### src/design/mwrl_pkg.sv
// Package for the multi-window rate limiter: field widths, register codes,
// reset values and the command and status structs between controller and datapath.
// No dependencies.
`default_nettype none

package mwrl_pkg;

   localparam int NWIN_DEF   = 3;
   localparam int TIME_W     = 48;
   localparam int AMT_W      = 16;
   localparam int CNT_W      = 32;
   localparam int LEN_W      = 32;
   localparam int VIDX_W     = 2;
   localparam int CSR_IDX_W  = 3;
   localparam int CSR_DATA_W = 32;

   // Number of windows that have configuration registers.
   localparam int CFG_WIN = 3;

   localparam logic [CSR_IDX_W-1:0] REG_LEN_0    = 3'd0;
   localparam logic [CSR_IDX_W-1:0] REG_LIMIT_0  = 3'd3;
   localparam logic [CSR_IDX_W-1:0] REG_FAILOVER = 3'd6;

   localparam logic [VIDX_W-1:0] NONE_INDEX = 2'd3;

   typedef struct packed {
      logic load;
      logic check;
      logic undo;
      logic emit;
   } ctrl_cmd_type;

   typedef struct packed {
      logic div_done;
      logic hit;
      logic out_busy;
   } ctrl_stat_type;

   function automatic logic [LEN_W-1:0] reset_len(input int unsigned w);
      logic [LEN_W-1:0] v;
      case (w)
         0: v = 32'd1000;
         1: v = 32'd60000;
         default: v = 32'd3600000;
      endcase
      return v;
   endfunction

   function automatic logic [CNT_W-1:0] reset_limit(input int unsigned w);
      logic [CNT_W-1:0] v;
      case (w)
         0: v = 32'd100;
         1: v = 32'd1000;
         default: v = 32'd10000;
      endcase
      return v;
   endfunction

endpackage

`default_nettype wire

### src/design/multi_window_rate_limiter.sv
// Multi-window fixed-window rate limiter, top level. After the request transfer the window
// indexes are divided out, one divider per window running in parallel; the windows are then
// checked in turn up to the first violation, earlier windows are rolled back on a violation,
// and the result is raised once the result register is free. The next request is taken in
// the cycle in which the result is raised, and not before it.
// Synchronous reset restores register defaults and clears all window indexes and counts.
// Depends on mwrl_pkg, mwrl_ctrl and mwrl_datapath.
`default_nettype none

module multi_window_rate_limiter #(
   parameter int NWIN = mwrl_pkg::NWIN_DEF
) (
   input  wire logic                            clock,
   input  wire logic                            reset,
   input  wire logic                            csr_wen,
   input  wire logic [mwrl_pkg::CSR_IDX_W-1:0]  csr_index,
   input  wire logic [mwrl_pkg::CSR_DATA_W-1:0] csr_wdata,
   input  wire logic                            req_valid,
   output logic                                 req_stall,
   input  wire logic [mwrl_pkg::TIME_W-1:0]     req_now_ms,
   input  wire logic [mwrl_pkg::AMT_W-1:0]      req_amount,
   output logic                                 rsp_valid,
   input  wire logic                            rsp_stall,
   output logic                                 rsp_admitted,
   output logic                                 rsp_limited,
   output logic [mwrl_pkg::VIDX_W-1:0]          rsp_violated_index,
   output logic [mwrl_pkg::LEN_W-1:0]           rsp_violated_len,
   output logic [mwrl_pkg::CNT_W-1:0]           rsp_violated_limit,
   output logic [mwrl_pkg::CNT_W-1:0]           rsp_remaining,
   output logic [mwrl_pkg::CNT_W-1:0]           rsp_quota_total,
   output logic [mwrl_pkg::LEN_W-1:0]           rsp_quota_window
);

   localparam int WIN_W = (NWIN > 1) ? $clog2(NWIN) : 1;

   mwrl_pkg::ctrl_cmd_type  cmd;
   mwrl_pkg::ctrl_stat_type stat;
   logic [WIN_W-1:0]        sel;

   mwrl_ctrl #(
      .NWIN (NWIN)
   ) u_ctrl (
      .clock     (clock),
      .reset     (reset),
      .req_valid (req_valid),
      .req_stall (req_stall),
      .stat      (stat),
      .cmd       (cmd),
      .sel       (sel)
   );

   mwrl_datapath #(
      .NWIN (NWIN)
   ) u_datapath (
      .clock              (clock),
      .reset              (reset),
      .csr_wen            (csr_wen),
      .csr_index          (csr_index),
      .csr_wdata          (csr_wdata),
      .req_now_ms         (req_now_ms),
      .req_amount         (req_amount),
      .cmd                (cmd),
      .sel                (sel),
      .stat               (stat),
      .rsp_valid          (rsp_valid),
      .rsp_stall          (rsp_stall),
      .rsp_admitted       (rsp_admitted),
      .rsp_limited        (rsp_limited),
      .rsp_violated_index (rsp_violated_index),
      .rsp_violated_len   (rsp_violated_len),
      .rsp_violated_limit (rsp_violated_limit),
      .rsp_remaining      (rsp_remaining),
      .rsp_quota_total    (rsp_quota_total),
      .rsp_quota_window   (rsp_quota_window)
   );

endmodule

`default_nettype wire

### src/design/mwrl_div.sv
// Restoring divider producing one quotient bit per cycle.
// Depends on nothing; used by the limiter datapath, one instance per window.
`default_nettype none

module mwrl_div #(
   parameter int DIVIDEND_W = 48,
   parameter int DIVISOR_W  = 32
) (
   input  wire logic                  clock,
   input  wire logic                  reset,
   input  wire logic                  start,
   input  wire logic [DIVIDEND_W-1:0] dividend,
   input  wire logic [DIVISOR_W-1:0]  divisor,
   output logic      [DIVIDEND_W-1:0] quotient,
   output logic                       done
);

   localparam int STEP_W = $clog2(DIVIDEND_W + 1);

   logic [DIVIDEND_W-1:0] quo_ff, quo_in;
   logic [DIVISOR_W-1:0]  rem_ff, rem_in;
   logic [DIVISOR_W-1:0]  dsr_ff, dsr_in;
   logic [STEP_W-1:0]     step_ff, step_in;
   logic                  busy_ff, busy_in;
   logic                  done_ff, done_in;
   logic [DIVISOR_W:0]    trial;
   logic                  fits;

   always_comb begin
      trial = {rem_ff, quo_ff[DIVIDEND_W-1]};
      fits  = trial >= {1'b0, dsr_ff};
      quo_in  = quo_ff;
      rem_in  = rem_ff;
      dsr_in  = dsr_ff;
      step_in = step_ff;
      busy_in = busy_ff;
      done_in = done_ff;
      if (start) begin
         quo_in  = dividend;
         rem_in  = '0;
         dsr_in  = divisor;
         step_in = STEP_W'(DIVIDEND_W);
         busy_in = 1'b1;
         done_in = 1'b0;
      end else if (busy_ff) begin
         quo_in  = {quo_ff[DIVIDEND_W-2:0], fits};
         rem_in  = fits ? DIVISOR_W'(trial - {1'b0, dsr_ff}) : trial[DIVISOR_W-1:0];
         step_in = step_ff - STEP_W'(1);
         if (step_ff == STEP_W'(1)) begin
            busy_in = 1'b0;
            done_in = 1'b1;
         end
      end
   end

   always_ff @(posedge clock) begin
      quo_ff <= quo_in;
      rem_ff <= rem_in;
      dsr_ff <= dsr_in;
      if (reset) begin
         step_ff <= '0;
         busy_ff <= 1'b0;
         done_ff <= 1'b0;
      end else begin
         step_ff <= step_in;
         busy_ff <= busy_in;
         done_ff <= done_in;
      end
   end

   assign quotient = quo_ff;
   assign done     = done_ff;

endmodule

`default_nettype wire

### src/design/mwrl_ctrl.sv
// Controller of the multi-window rate limiter: sequences division, window
// checks, roll-back of earlier windows and result transfer. Depends on mwrl_pkg.
`default_nettype none

module mwrl_ctrl #(
   parameter int NWIN = mwrl_pkg::NWIN_DEF
) (
   input  wire logic                        clock,
   input  wire logic                        reset,
   input  wire logic                        req_valid,
   output logic                             req_stall,
   input  wire mwrl_pkg::ctrl_stat_type     stat,
   output mwrl_pkg::ctrl_cmd_type           cmd,
   output logic [((NWIN > 1) ? $clog2(NWIN) : 1)-1:0] sel
);

   localparam int WIN_W = (NWIN > 1) ? $clog2(NWIN) : 1;

   localparam logic [2:0] ST_IDLE  = 3'd0;
   localparam logic [2:0] ST_DIV   = 3'd1;
   localparam logic [2:0] ST_CHECK = 3'd2;
   localparam logic [2:0] ST_UNDO  = 3'd3;
   localparam logic [2:0] ST_EMIT  = 3'd4;

   logic [2:0]       state_ff, state_in;
   logic [WIN_W-1:0] win_ff, win_in;

   always_comb begin
      state_in  = state_ff;
      win_in    = win_ff;
      cmd       = '0;
      unique case (state_ff)
         ST_IDLE: begin
            if (req_valid) begin
               cmd.load = 1'b1;
               state_in = ST_DIV;
            end
         end
         ST_DIV: begin
            if (stat.div_done) begin
               win_in   = '0;
               state_in = ST_CHECK;
            end
         end
         ST_CHECK: begin
            cmd.check = 1'b1;
            if (stat.hit) begin
               if (win_ff == '0) begin
                  state_in = ST_EMIT;
               end else begin
                  win_in   = win_ff - WIN_W'(1);
                  state_in = ST_UNDO;
               end
            end else if (win_ff == WIN_W'(NWIN - 1)) begin
               state_in = ST_EMIT;
            end else begin
               win_in = win_ff + WIN_W'(1);
            end
         end
         ST_UNDO: begin
            cmd.undo = 1'b1;
            if (win_ff == '0) begin
               state_in = ST_EMIT;
            end else begin
               win_in = win_ff - WIN_W'(1);
            end
         end
         ST_EMIT: begin
            if (!stat.out_busy) begin
               cmd.emit = 1'b1;
               state_in = ST_IDLE;
            end
         end
         default: begin
            state_in = ST_IDLE;
         end
      endcase
   end

   always_ff @(posedge clock) begin
      if (reset) begin
         state_ff <= ST_IDLE;
         win_ff   <= '0;
      end else begin
         state_ff <= state_in;
         win_ff   <= win_in;
      end
   end

   assign req_stall = state_ff != ST_IDLE;
   assign sel       = win_ff;

endmodule

`default_nettype wire

### src/design/mwrl_datapath.sv
// Datapath of the multi-window rate limiter: configuration registers, per-window
// dividers, window state and the result register. Depends on mwrl_pkg and mwrl_div.
`default_nettype none

module mwrl_datapath #(
   parameter int NWIN = mwrl_pkg::NWIN_DEF
) (
   input  wire logic                                 clock,
   input  wire logic                                 reset,
   input  wire logic                                 csr_wen,
   input  wire logic [mwrl_pkg::CSR_IDX_W-1:0]       csr_index,
   input  wire logic [mwrl_pkg::CSR_DATA_W-1:0]      csr_wdata,
   input  wire logic [mwrl_pkg::TIME_W-1:0]          req_now_ms,
   input  wire logic [mwrl_pkg::AMT_W-1:0]           req_amount,
   input  wire mwrl_pkg::ctrl_cmd_type               cmd,
   input  wire logic [((NWIN > 1) ? $clog2(NWIN) : 1)-1:0] sel,
   output mwrl_pkg::ctrl_stat_type                   stat,
   output logic                                      rsp_valid,
   input  wire logic                                 rsp_stall,
   output logic                                      rsp_admitted,
   output logic                                      rsp_limited,
   output logic [mwrl_pkg::VIDX_W-1:0]               rsp_violated_index,
   output logic [mwrl_pkg::LEN_W-1:0]                rsp_violated_len,
   output logic [mwrl_pkg::CNT_W-1:0]                rsp_violated_limit,
   output logic [mwrl_pkg::CNT_W-1:0]                rsp_remaining,
   output logic [mwrl_pkg::CNT_W-1:0]                rsp_quota_total,
   output logic [mwrl_pkg::LEN_W-1:0]                rsp_quota_window
);

   localparam int WIN_W  = (NWIN > 1) ? $clog2(NWIN) : 1;
   localparam int TIME_W = mwrl_pkg::TIME_W;
   localparam int CNT_W  = mwrl_pkg::CNT_W;
   localparam int LEN_W  = mwrl_pkg::LEN_W;
   localparam int AMT_W  = mwrl_pkg::AMT_W;
   localparam int VIDX_W = mwrl_pkg::VIDX_W;
   localparam int IDX_W  = mwrl_pkg::CSR_IDX_W;

   logic [LEN_W-1:0]  len_ff   [NWIN];
   logic [CNT_W-1:0]  limit_ff [NWIN];
   logic              failover_ff;
   logic [TIME_W-1:0] widx_ff  [NWIN];
   logic [CNT_W-1:0]  wcnt_ff  [NWIN];
   logic [TIME_W-1:0] quot     [NWIN];
   logic [NWIN-1:0]   div_done;
   logic [AMT_W-1:0]  amt_ff;
   logic              hit_ff;
   logic [WIN_W-1:0]  vi_ff;
   logic [CNT_W-1:0]  left_ff;

   logic              rsp_valid_ff;
   logic              admitted_ff;
   logic              limited_ff;
   logic [VIDX_W-1:0] vidx_ff;
   logic [LEN_W-1:0]  vlen_ff;
   logic [CNT_W-1:0]  vlimit_ff;
   logic [CNT_W-1:0]  left_out_ff;
   logic [CNT_W-1:0]  total_ff;
   logic [LEN_W-1:0]  qwin_ff;

   logic [TIME_W-1:0] cur_idx;
   logic [CNT_W-1:0]  cnt_eff;
   logic [CNT_W:0]    sum;
   logic              hit;

   for (genvar g = 0; g < NWIN; g++) begin : g_win
      logic [LEN_W-1:0] len_eff;

      assign len_eff = (len_ff[g] == '0) ? LEN_W'(1) : len_ff[g];

      mwrl_div #(
         .DIVIDEND_W (TIME_W),
         .DIVISOR_W  (LEN_W)
      ) u_div (
         .clock    (clock),
         .reset    (reset),
         .start    (cmd.load),
         .dividend (req_now_ms),
         .divisor  (len_eff),
         .quotient (quot[g]),
         .done     (div_done[g])
      );

      if (g < mwrl_pkg::CFG_WIN) begin : g_cfg
         always_ff @(posedge clock) begin
            if (reset) begin
               len_ff[g]   <= mwrl_pkg::reset_len(g);
               limit_ff[g] <= mwrl_pkg::reset_limit(g);
            end else if (csr_wen) begin
               if (csr_index == IDX_W'(mwrl_pkg::REG_LEN_0 + g)) begin
                  len_ff[g] <= csr_wdata;
               end
               if (csr_index == IDX_W'(mwrl_pkg::REG_LIMIT_0 + g)) begin
                  limit_ff[g] <= csr_wdata;
               end
            end
         end
      end else begin : g_fixed
         always_ff @(posedge clock) begin
            len_ff[g]   <= mwrl_pkg::reset_len(g);
            limit_ff[g] <= mwrl_pkg::reset_limit(g);
         end
      end

      always_ff @(posedge clock) begin
         if (reset) begin
            widx_ff[g] <= '0;
            wcnt_ff[g] <= '0;
         end else if (cmd.check && sel == WIN_W'(g)) begin
            widx_ff[g] <= cur_idx;
            wcnt_ff[g] <= hit ? cnt_eff : sum[CNT_W-1:0];
         end else if (cmd.undo && sel == WIN_W'(g)) begin
            wcnt_ff[g] <= wcnt_ff[g] - CNT_W'(amt_ff);
         end
      end
   end

   always_ff @(posedge clock) begin
      if (reset) begin
         failover_ff <= 1'b0;
      end else if (csr_wen && csr_index == mwrl_pkg::REG_FAILOVER) begin
         failover_ff <= csr_wdata[0];
      end
   end

   // A window whose index has moved on starts again from an empty count.
   always_comb begin
      cur_idx = quot[sel];
      cnt_eff = (cur_idx == widx_ff[sel]) ? wcnt_ff[sel] : '0;
      sum     = {1'b0, cnt_eff} + (CNT_W + 1)'(amt_ff);
      hit     = sum > {1'b0, limit_ff[sel]};
   end

   always_ff @(posedge clock) begin
      if (cmd.load) begin
         amt_ff  <= req_amount;
         hit_ff  <= 1'b0;
         left_ff <= '0;
      end else if (cmd.check) begin
         if (hit) begin
            hit_ff <= 1'b1;
            vi_ff  <= sel;
         end else begin
            left_ff <= limit_ff[sel] - sum[CNT_W-1:0];
         end
      end
   end

   always_ff @(posedge clock) begin
      if (reset) begin
         rsp_valid_ff <= 1'b0;
      end else if (cmd.emit) begin
         rsp_valid_ff <= 1'b1;
      end else if (!rsp_stall) begin
         rsp_valid_ff <= 1'b0;
      end
   end

   always_ff @(posedge clock) begin
      if (cmd.emit) begin
         limited_ff <= hit_ff;
         if (hit_ff) begin
            admitted_ff <= failover_ff;
            vidx_ff     <= VIDX_W'(vi_ff);
            vlen_ff     <= len_ff[vi_ff];
            vlimit_ff   <= limit_ff[vi_ff];
            left_out_ff <= '0;
            total_ff    <= limit_ff[vi_ff];
            qwin_ff     <= len_ff[vi_ff];
         end else begin
            admitted_ff <= 1'b1;
            vidx_ff     <= mwrl_pkg::NONE_INDEX;
            vlen_ff     <= '0;
            vlimit_ff   <= '0;
            left_out_ff <= left_ff;
            total_ff    <= limit_ff[NWIN-1];
            qwin_ff     <= len_ff[NWIN-1];
         end
      end
   end

   assign stat.div_done = &div_done;
   assign stat.hit      = hit;
   assign stat.out_busy = rsp_valid_ff && rsp_stall;

   assign rsp_valid          = rsp_valid_ff;
   assign rsp_admitted       = admitted_ff;
   assign rsp_limited        = limited_ff;
   assign rsp_violated_index = vidx_ff;
   assign rsp_violated_len   = vlen_ff;
   assign rsp_violated_limit = vlimit_ff;
   assign rsp_remaining      = left_out_ff;
   assign rsp_quota_total    = total_ff;
   assign rsp_quota_window   = qwin_ff;

`ifndef ASSERT_OFF
   a_emit_free: assert property (@(posedge clock) disable iff (reset)
      cmd.emit |-> !(rsp_valid_ff && rsp_stall))
      else $error("Result overwritten before its transfer.");

   a_check_after_div: assert property (@(posedge clock) disable iff (reset)
      cmd.check |-> &div_done)
      else $error("Window checked before its division finished.");

   a_undo_earlier: assert property (@(posedge clock) disable iff (reset)
      cmd.undo |-> hit_ff && sel < vi_ff)
      else $error("Roll-back applied to a window not before the violated one.");

   a_valid_from_emit: assert property (@(posedge clock) disable iff (reset)
      $rose(rsp_valid_ff) |-> $past(cmd.emit))
      else $error("Result raised without an emit command.");
`endif

endmodule

`default_nettype wire
### config.mk
export PLATFORM = sky130hd
export DESIGN_NAME = multi_window_rate_limiter
export DESIGN_NICKNAME = d
export VERILOG_FILES = /design/src/design/mwrl_pkg.sv /design/src/design/multi_window_rate_limiter.sv /design/src/design/mwrl_div.sv /design/src/design/mwrl_ctrl.sv /design/src/design/mwrl_datapath.sv
export SDC_FILE = /design/constraint.sdc
export NUM_CORES = 2
export LEC_CHECK = 0
export CELL_PAD_IN_SITES_DETAIL_PLACEMENT = 1
export CELL_PAD_IN_SITES_GLOBAL_PLACEMENT = 1
export CORE_MARGIN = 3
export CORE_UTILIZATION = 35
export DETAILED_ROUTE_END_ITERATION = 16
export DONT_BUFFER_PORTS = 1
export PLACE_DENSITY = 0.68
export SLEW_MARGIN = 10
export SYNTH_ARGS = -nofsm -noshare
export SYNTH_HDL_FRONTEND = slang
export SYNTH_SLANG_ARGS = --single-unit
### constraint.sdc
create_clock -name clock -period 28.8 [get_ports clock]
set_clock_uncertainty 0.2 [all_clocks]
set_input_delay 5.76 -clock clock [delete_from_list [all_inputs] [get_ports clock]]
set_output_delay 5.76 -clock clock [all_outputs]
set_load 0.005 [all_outputs]
---- Word level (Yosys, flattened, before mapping) ----
Memory sizes are Yosys's and may differ from the RTL's. A register that Yosys moved wholly into a read port is not among the register bits.
Cells that the tools add are included.
operators by class
  add/subtract/negate cells ............... 13
  order comparisons ....................... 5
  eq/ne operators ......................... 23
  multiplexer cells ....................... 122
  bitwise operators ....................... 18
  reduce and logical (&&, ||, !) cells .... 29
operators with widths
  cell                 number
  $mux 32              19
  $mux 48              11
  $sub 32x32->32       4
  $ge 33x32->1         3
  $bmux 48 s2          1
  $logic_not 32->1     3
  $sub 32x16->32       3
  $mux 1               64
  $eq 48x48->1         1
  $mux 6               6
  $add 32x16->33       1
  $gt 33x32->1         1
  $mux 2               12
  $mux 3               7
  $eq 6x1->1 const B   3
  $sub 6x1->6 const B  3
  $or 1x1->1           15
  $pmux 3 s5           1
  $eq 3x2->1 const B   4
  $eq 3x3->1 const B   4
  $reduce_and 2->1     5
  $reduce_and 3->1     3
  $logic_and 1x1->1    8
  $eq 3x1->1 const B   2
  other kinds (18)     26
word-level totals
  register bits after elaboration ......... 582
  memory bits (writable) .................. 432
  bits of input ports ..................... 104
  output and inout bits ................... 166
  logic and storage cells ................. 251
  memories ................................ 4
memories
  name                 depth  bits a word  read ports  clocked after memory_dff  write ports  line                 source
  u_datapath.widx_ff   3      48           1           1                         3            mwrl_datapath.sv:41  logic [TIME_W-1:0] widx_ff [NWIN];
  u_datapath.len_ff    3      32           4           1                         3            mwrl_datapath.sv:38  logic [LEN_W-1:0] len_ff [NWIN];
  u_datapath.limit_ff  3      32           3           2                         3            mwrl_datapath.sv:39  logic [CNT_W-1:0] limit_ff [NWIN];
  u_datapath.wcnt_ff   3      32           4           1                         3            mwrl_datapath.sv:42  logic [CNT_W-1:0] wcnt_ff [NWIN];

---- Longest topological paths before layout ----
  depth after elaboration ................. 12
  mapped depth ............................ 39
  depth with buffers taken out ............ 32

---- Hierarchy ----
From an unflattened synthesis, not the netlist that was laid out.
unflattened totals
  cells, all modules ...................... 5439
  area total of the unflattened synthesis .. 57322.5 um^2
by module, submodules not included
  module                                    instances  cells each  area an instance (um^2)  sequential area each (um^2)
  mwrl_datapath                             1          3449        36532.5                  19178.4
  mwrl_div (u_datapath.g_win[0].u_div ...)  2          647         6866.6                   3203.1
  mwrl_div (u_datapath.g_win[2].u_div)      1          642         6593.8                   3203.1
  mwrl_ctrl                                 1          54          462.9                    100.1

---- Worst setup path before layout ----
No wires, ideal clock.
  kind .................................... input to register
  from .................................... input port rsp_stall
  to ...................................... register u_datapath.admitted_ff, in the netlist u_datapath.rsp_admitted, enable pin
  data arrival time ....................... 13659 ps
  data required time ...................... 27857 ps
  slack ................................... 14198 ps
  cell stages on the path ................. 1
  buffers on the path ..................... 0
  path through ............................ a21oi_1
on the way
  cells in the longest elaborated chain, start to end .. 3
ends and longest elaborated chain
  what                    line                             source
  start: declaration      multi_window_rate_limiter.sv:23  input wire logic rsp_stall,
  $logic_and 1x1->1       mwrl_datapath.sv:183             assign stat.out_busy = rsp_valid_ff && rsp_stall;
  $mux 1                  mwrl_ctrl.sv:69                  if (!stat.out_busy) begin
  $mux 1                  mwrl_ctrl.sv:32                  unique case (state_ff)
  end signal: assignment  mwrl_datapath.sv:162             admitted_ff <= failover_ff;
  end: declaration        mwrl_datapath.sv:51              logic admitted_ff;
No other way between the ends.
A chain may end at the register's enable or synchronous reset.

==> PnR_summary.wiki <==
{| class="wikitable"
! Metric !! Value
|-
| Net switching component of the power || 2120 uW
|-
| Setup violations, final || 0
|-
| Delay of the slowest critical-path stage || 0.72 ns
|-
| Drt via density || 5.46
|-
| Share of synthesized area occupied by flip-flops and latches || 52.3%
|-
| Syn Nets || 5779
|-
| Post-place setup slack || 18.37 ns
|-
| Maximum number of pins on one net before global-route repair || 105
|-
| Net switching fraction of the power || 37.0%
|-
| Count of routing violations after the opening detailed-route iteration || 2904
|-
| Sum of overflow across all layers after global routing || 0
|-
| TritonRoute pass-1 iters || 7
|-
| Internal cell power || 3610 uW
|-
| Final-stage net count || 5601
|-
| Worst Setup Slack, final || 18.20 ns
|-
| Fraction of post-synthesis cell area in the top cell type by area || 46.3%
|-
| CTS hold repair buffers || 0
|-
| Clock sink count || 1018
|-
| Count of state elements after synthesis || 1018
|-
| Largest voltage drop on the vdd net || 0.0561 mV
|-
| Number of distinct standard cells referenced by the synthesized netlist || 78
|-
| Worst R2R End || u_datapath.wcnt_ff[1][21]$_DFFE_PP_
|-
| Total power per unit cell area || 93.8 mW/mm^2
|-
| CTS tree || done
|-
| Via count of the first global-routing pass || 41800
|-
| Beginning of the worst hold path || u_datapath.left_ff[7]$_SDFFE_PP0P_
|-
| Result of the run || completed
|-
| Floorplan Core Area || 0.157 sq mm
|-
| Worst hold path depth || 2
|-
| Warning count from the yosys run || 0
|-
| Fraction of registers with async set/reset || 0%
|-
| Total buffers and inverters traversed by the critical path || 2
|-
| Biggest fanout along the worst timing path || 48
|-
| WP data required || 29.06 ns
|-
| Setup TNS after final layout || 0 ns
|-
| Worst-skew pair later-pin latency || 0.78 ns
|-
| Total die area || 0.163 sq mm
|-
| Mapped Avg Cell Area || 10.2 sq um
|-
| Count of input and output buffers || 0
|-
| DIE HEIGHT || 404 um
|-
| Seq pwr share || 38.9%
|-
| Cts bufs inserted || 115
|-
| First-pass GRT wire length || 262000 um
|-
| Site row count || 145
|-
| Most frequent standard cell in the layout excluding fill and tap cells || edfxtp_1
|-
| Final-report max-slew violation count || 0
|-
| Fraction of the cycle the final worst path needs || 36.8%
|-
| FF+latch area || 0.0290 sq mm
|-
| Number of flops mapped to enable cells by yosys || 854
|-
| Wire length per cell || 23.3 um
|-
| CTS H-Tree Depth || 3
|-
| Total area of multi-input combinational cells || 0.0243 sq mm
|-
| CTS clock-pin slew for the worst setup and hold paths || 0.06 ns
|-
| Max Cap Violations || 0
|-
| Ratio of cells with drive above 1 in the final layout || 6.78%
|-
| Leading post-synthesis cells by cell area || edfxtp_1 46%, dfxtp_1 5.9%, nand2_1 5.5%
|-
| Gate power share || 33.9%
|-
| Commonest cells after routing, fill and taps aside || 854 x edfxtp_1, 804 x nand2_1, 408 x nor2_1
|-
| DRC viols || 0
|-
| Tightest hold margin || 0.257 ns
|-
| Slew at the pin closest to its max-slew limit || 1.12 ns
|-
| Initial core utilization || 35.3%
|-
| Number of resized instances in the post-cts repair step || 0
|-
| Largest area contributor in the netlist || edfxtp_1
|-
| Fraction of power consumed by the clock network || 27.2%
|-
| Startpoint class of the critical path || flip-flop
|-
| Fillcell total || 17300
|-
| Die outline width || 404 um
|-
| Final Critical Period || 10.60 ns
|-
| Highest clock frequency the design can meet || 94.4 MHz
|-
| Critical Setup Path Class || flip-flop to flip-flop
|-
| Final estimated routing congestion in global placement || 0.869
|-
| Layout area overhead || 10.4%
|-
| Reg2Reg Depth || 34
|-
| Post-detail-place hpwl || 121000 um
|-
| Slew HR || 25.3%
|-
| Deepest clock path buffer count || 3
|-
| Slowest-stage cell, CP || a22oi_1
|-
| Antenna violations before repair || 7
|-
| Dominant delay contributor by cell family on the critical path || simple AND/OR/NAND/NOR gates
|-
| Static leakage power || 0.0234 uW
|-
| Vias after detailed routing || 40500
|-
| Hold violation count in the final report || 0
|-
| Routed wire length || 173000 um
|-
| Number of instances in the synthesized netlist || 5434
|-
| Setup bufs post-CTS || 0
|-
| Data arrival at the endpoint of the critical path || 10.86 ns
|-
| Post-Syn Area || 0.0553 sq mm
|-
| Count of boundary I/O pins || 270
|-
| Tot GR Track Use || 20.7%
|-
| Remaining antenna violation count after routing || 0
|-
| Kind of capture point of the worst setup path || flip-flop
|-
| Unrepaired setup endpoints after global routing || no
|-
| Worst R2R Setup Slack || 18.20 ns
|-
| Primary flip-flop cell chosen by synthesis mapping || edfxtp_1
|-
| Root cell of the clock tree || clkbuf_16
|-
| HP Class || flip-flop to flip-flop
|-
| Most prevalent standard cell on the critical path || xor2_1
|-
| RR Startpoint || u_ctrl.sel[0]$_SDFFE_PP0N_
|-
| Worst min-delay path endpoint || u_datapath.left_ff[7]$_SDFFE_PP0P_
|}
## power by group through the flow
stage	clock (uW)	combinational (uW)	sequential (uW)
floorplan	0	1440	2160
global placement	0	1890	2250
detailed placement	0	1940	2250
CTS	1590	1960	2230
global route	1650	2180	2260
finish	1560	1940	2230
## cells by family after synthesis
| kind of cell | after synthesis | share of synthesized area [%] |
|---|---|---|
| AO/OA/AOI/OAI | 1138 | 12.8 |
| XOR/XNOR | 288 | 4.56 |
| flip-flops | 1018 | 52.3 |
| buffers and inverters | 590 | 4.05 |
| AND/OR/NAND/NOR | 1890 | 15.8 |
| multiplexers | 269 | 4.99 |
| adder cells (fa/ha/maj) | 241 | 5.56 |
## tightest hold or removal path: stages (launching register included)
cell and delay, ns:
dfxtp_1 0.31, nand2_1 0.05, a21oi_1 0.05
## sequential cells by signal, summed over array words and instances (netlist names), 96 cells and up, named ones only
signal                           count
u_datapath.g_win.u_div.quotient    144
u_datapath.widx_ff                 144
u_datapath.g_win.u_div.dsr_ff       96
u_datapath.g_win.u_div.rem_ff       96
u_datapath.len_ff                   96
u_datapath.limit_ff                 96
u_datapath.wcnt_ff                  96
## routing by layer
metal	global-route usage, %	vias up	wire length (um)
li1	-	18900	-
met1	27.8	20500	76800
met2	34.5	926	82000
met3	3.68	229	9430
met4	5.69	4	4310
met5	0	-	23
## area by class of cell
type                       instances  area share (%)
sequential                      1018            47.4
clock inverter                    79            1.62
clock buffer                     136            4.90
timing repair buffer              56           0.688
antenna                            2         0.00819
multi-input combinational       3826            39.7
inverter                         239            1.48
tap                             2058            4.21
## per-stage QoR
step	power, uW	utilization [%]	cell area (sq um)	std cells
floorplan	3590	-	55300	5434
global placement	4140	36.5	57100	7197
detailed placement	4200	36.5	57100	7197
CTS	5780	39.0	61100	7412
global route	6090	39.0	61100	7412
finish	5730	39.0	61100	7414
## worst max path at each step
stage                                                  endpoint                       start  cells after the start  slack, ns
after floorplan           u_datapath.rsp_admitted$_SDFFCE_PN1P_                   rsp_stall                      1      14.20
after global placement      u_datapath.wcnt_ff[0][21]$_DFFE_PP_  u_ctrl.sel[0]$_SDFFE_PP0N_                     34      18.48
after detailed placement    u_datapath.wcnt_ff[0][21]$_DFFE_PP_  u_ctrl.sel[0]$_SDFFE_PP0N_                     34      18.37
after CTS                       u_ctrl.state_ff[1]$_SDFFE_PP0P_  u_ctrl.sel[0]$_SDFFE_PP0N_                     36      18.32
after global routing            u_ctrl.state_ff[1]$_SDFFE_PP0P_  u_ctrl.sel[0]$_SDFFE_PP0N_                     33      17.47
final                       u_datapath.wcnt_ff[1][21]$_DFFE_PP_  u_ctrl.sel[0]$_SDFFE_PP0N_                     34      18.20
## synthesized netlist by cell type (16+ instances only)
cell type and count:
inv_1 236, a21o_1 83, or3_1 32, a311oi_1 16, clkbuf_1 307, nand2b_1 72
o21bai_1 21, dfxtp_1 164, edfxtp_1 854, buf_1 29, nand2_1 808, nand4_1 38
o21a_1 75, ha_1 233, a21oi_1 244, nor4_1 42, and2_1 229, nor3_1 54
nor2_1 409, and3_1 16, o211ai_1 17, a22oi_1 49, a31oi_1 41, o21ai_0 352
or2_2 18, mux2_2 52, o22ai_1 91, mux2i_1 215, nor2b_1 72, a211oi_1 39
xor2_1 145, xnor2_1 143, nand3_1 55
Power figures use the tool's default switching activity.
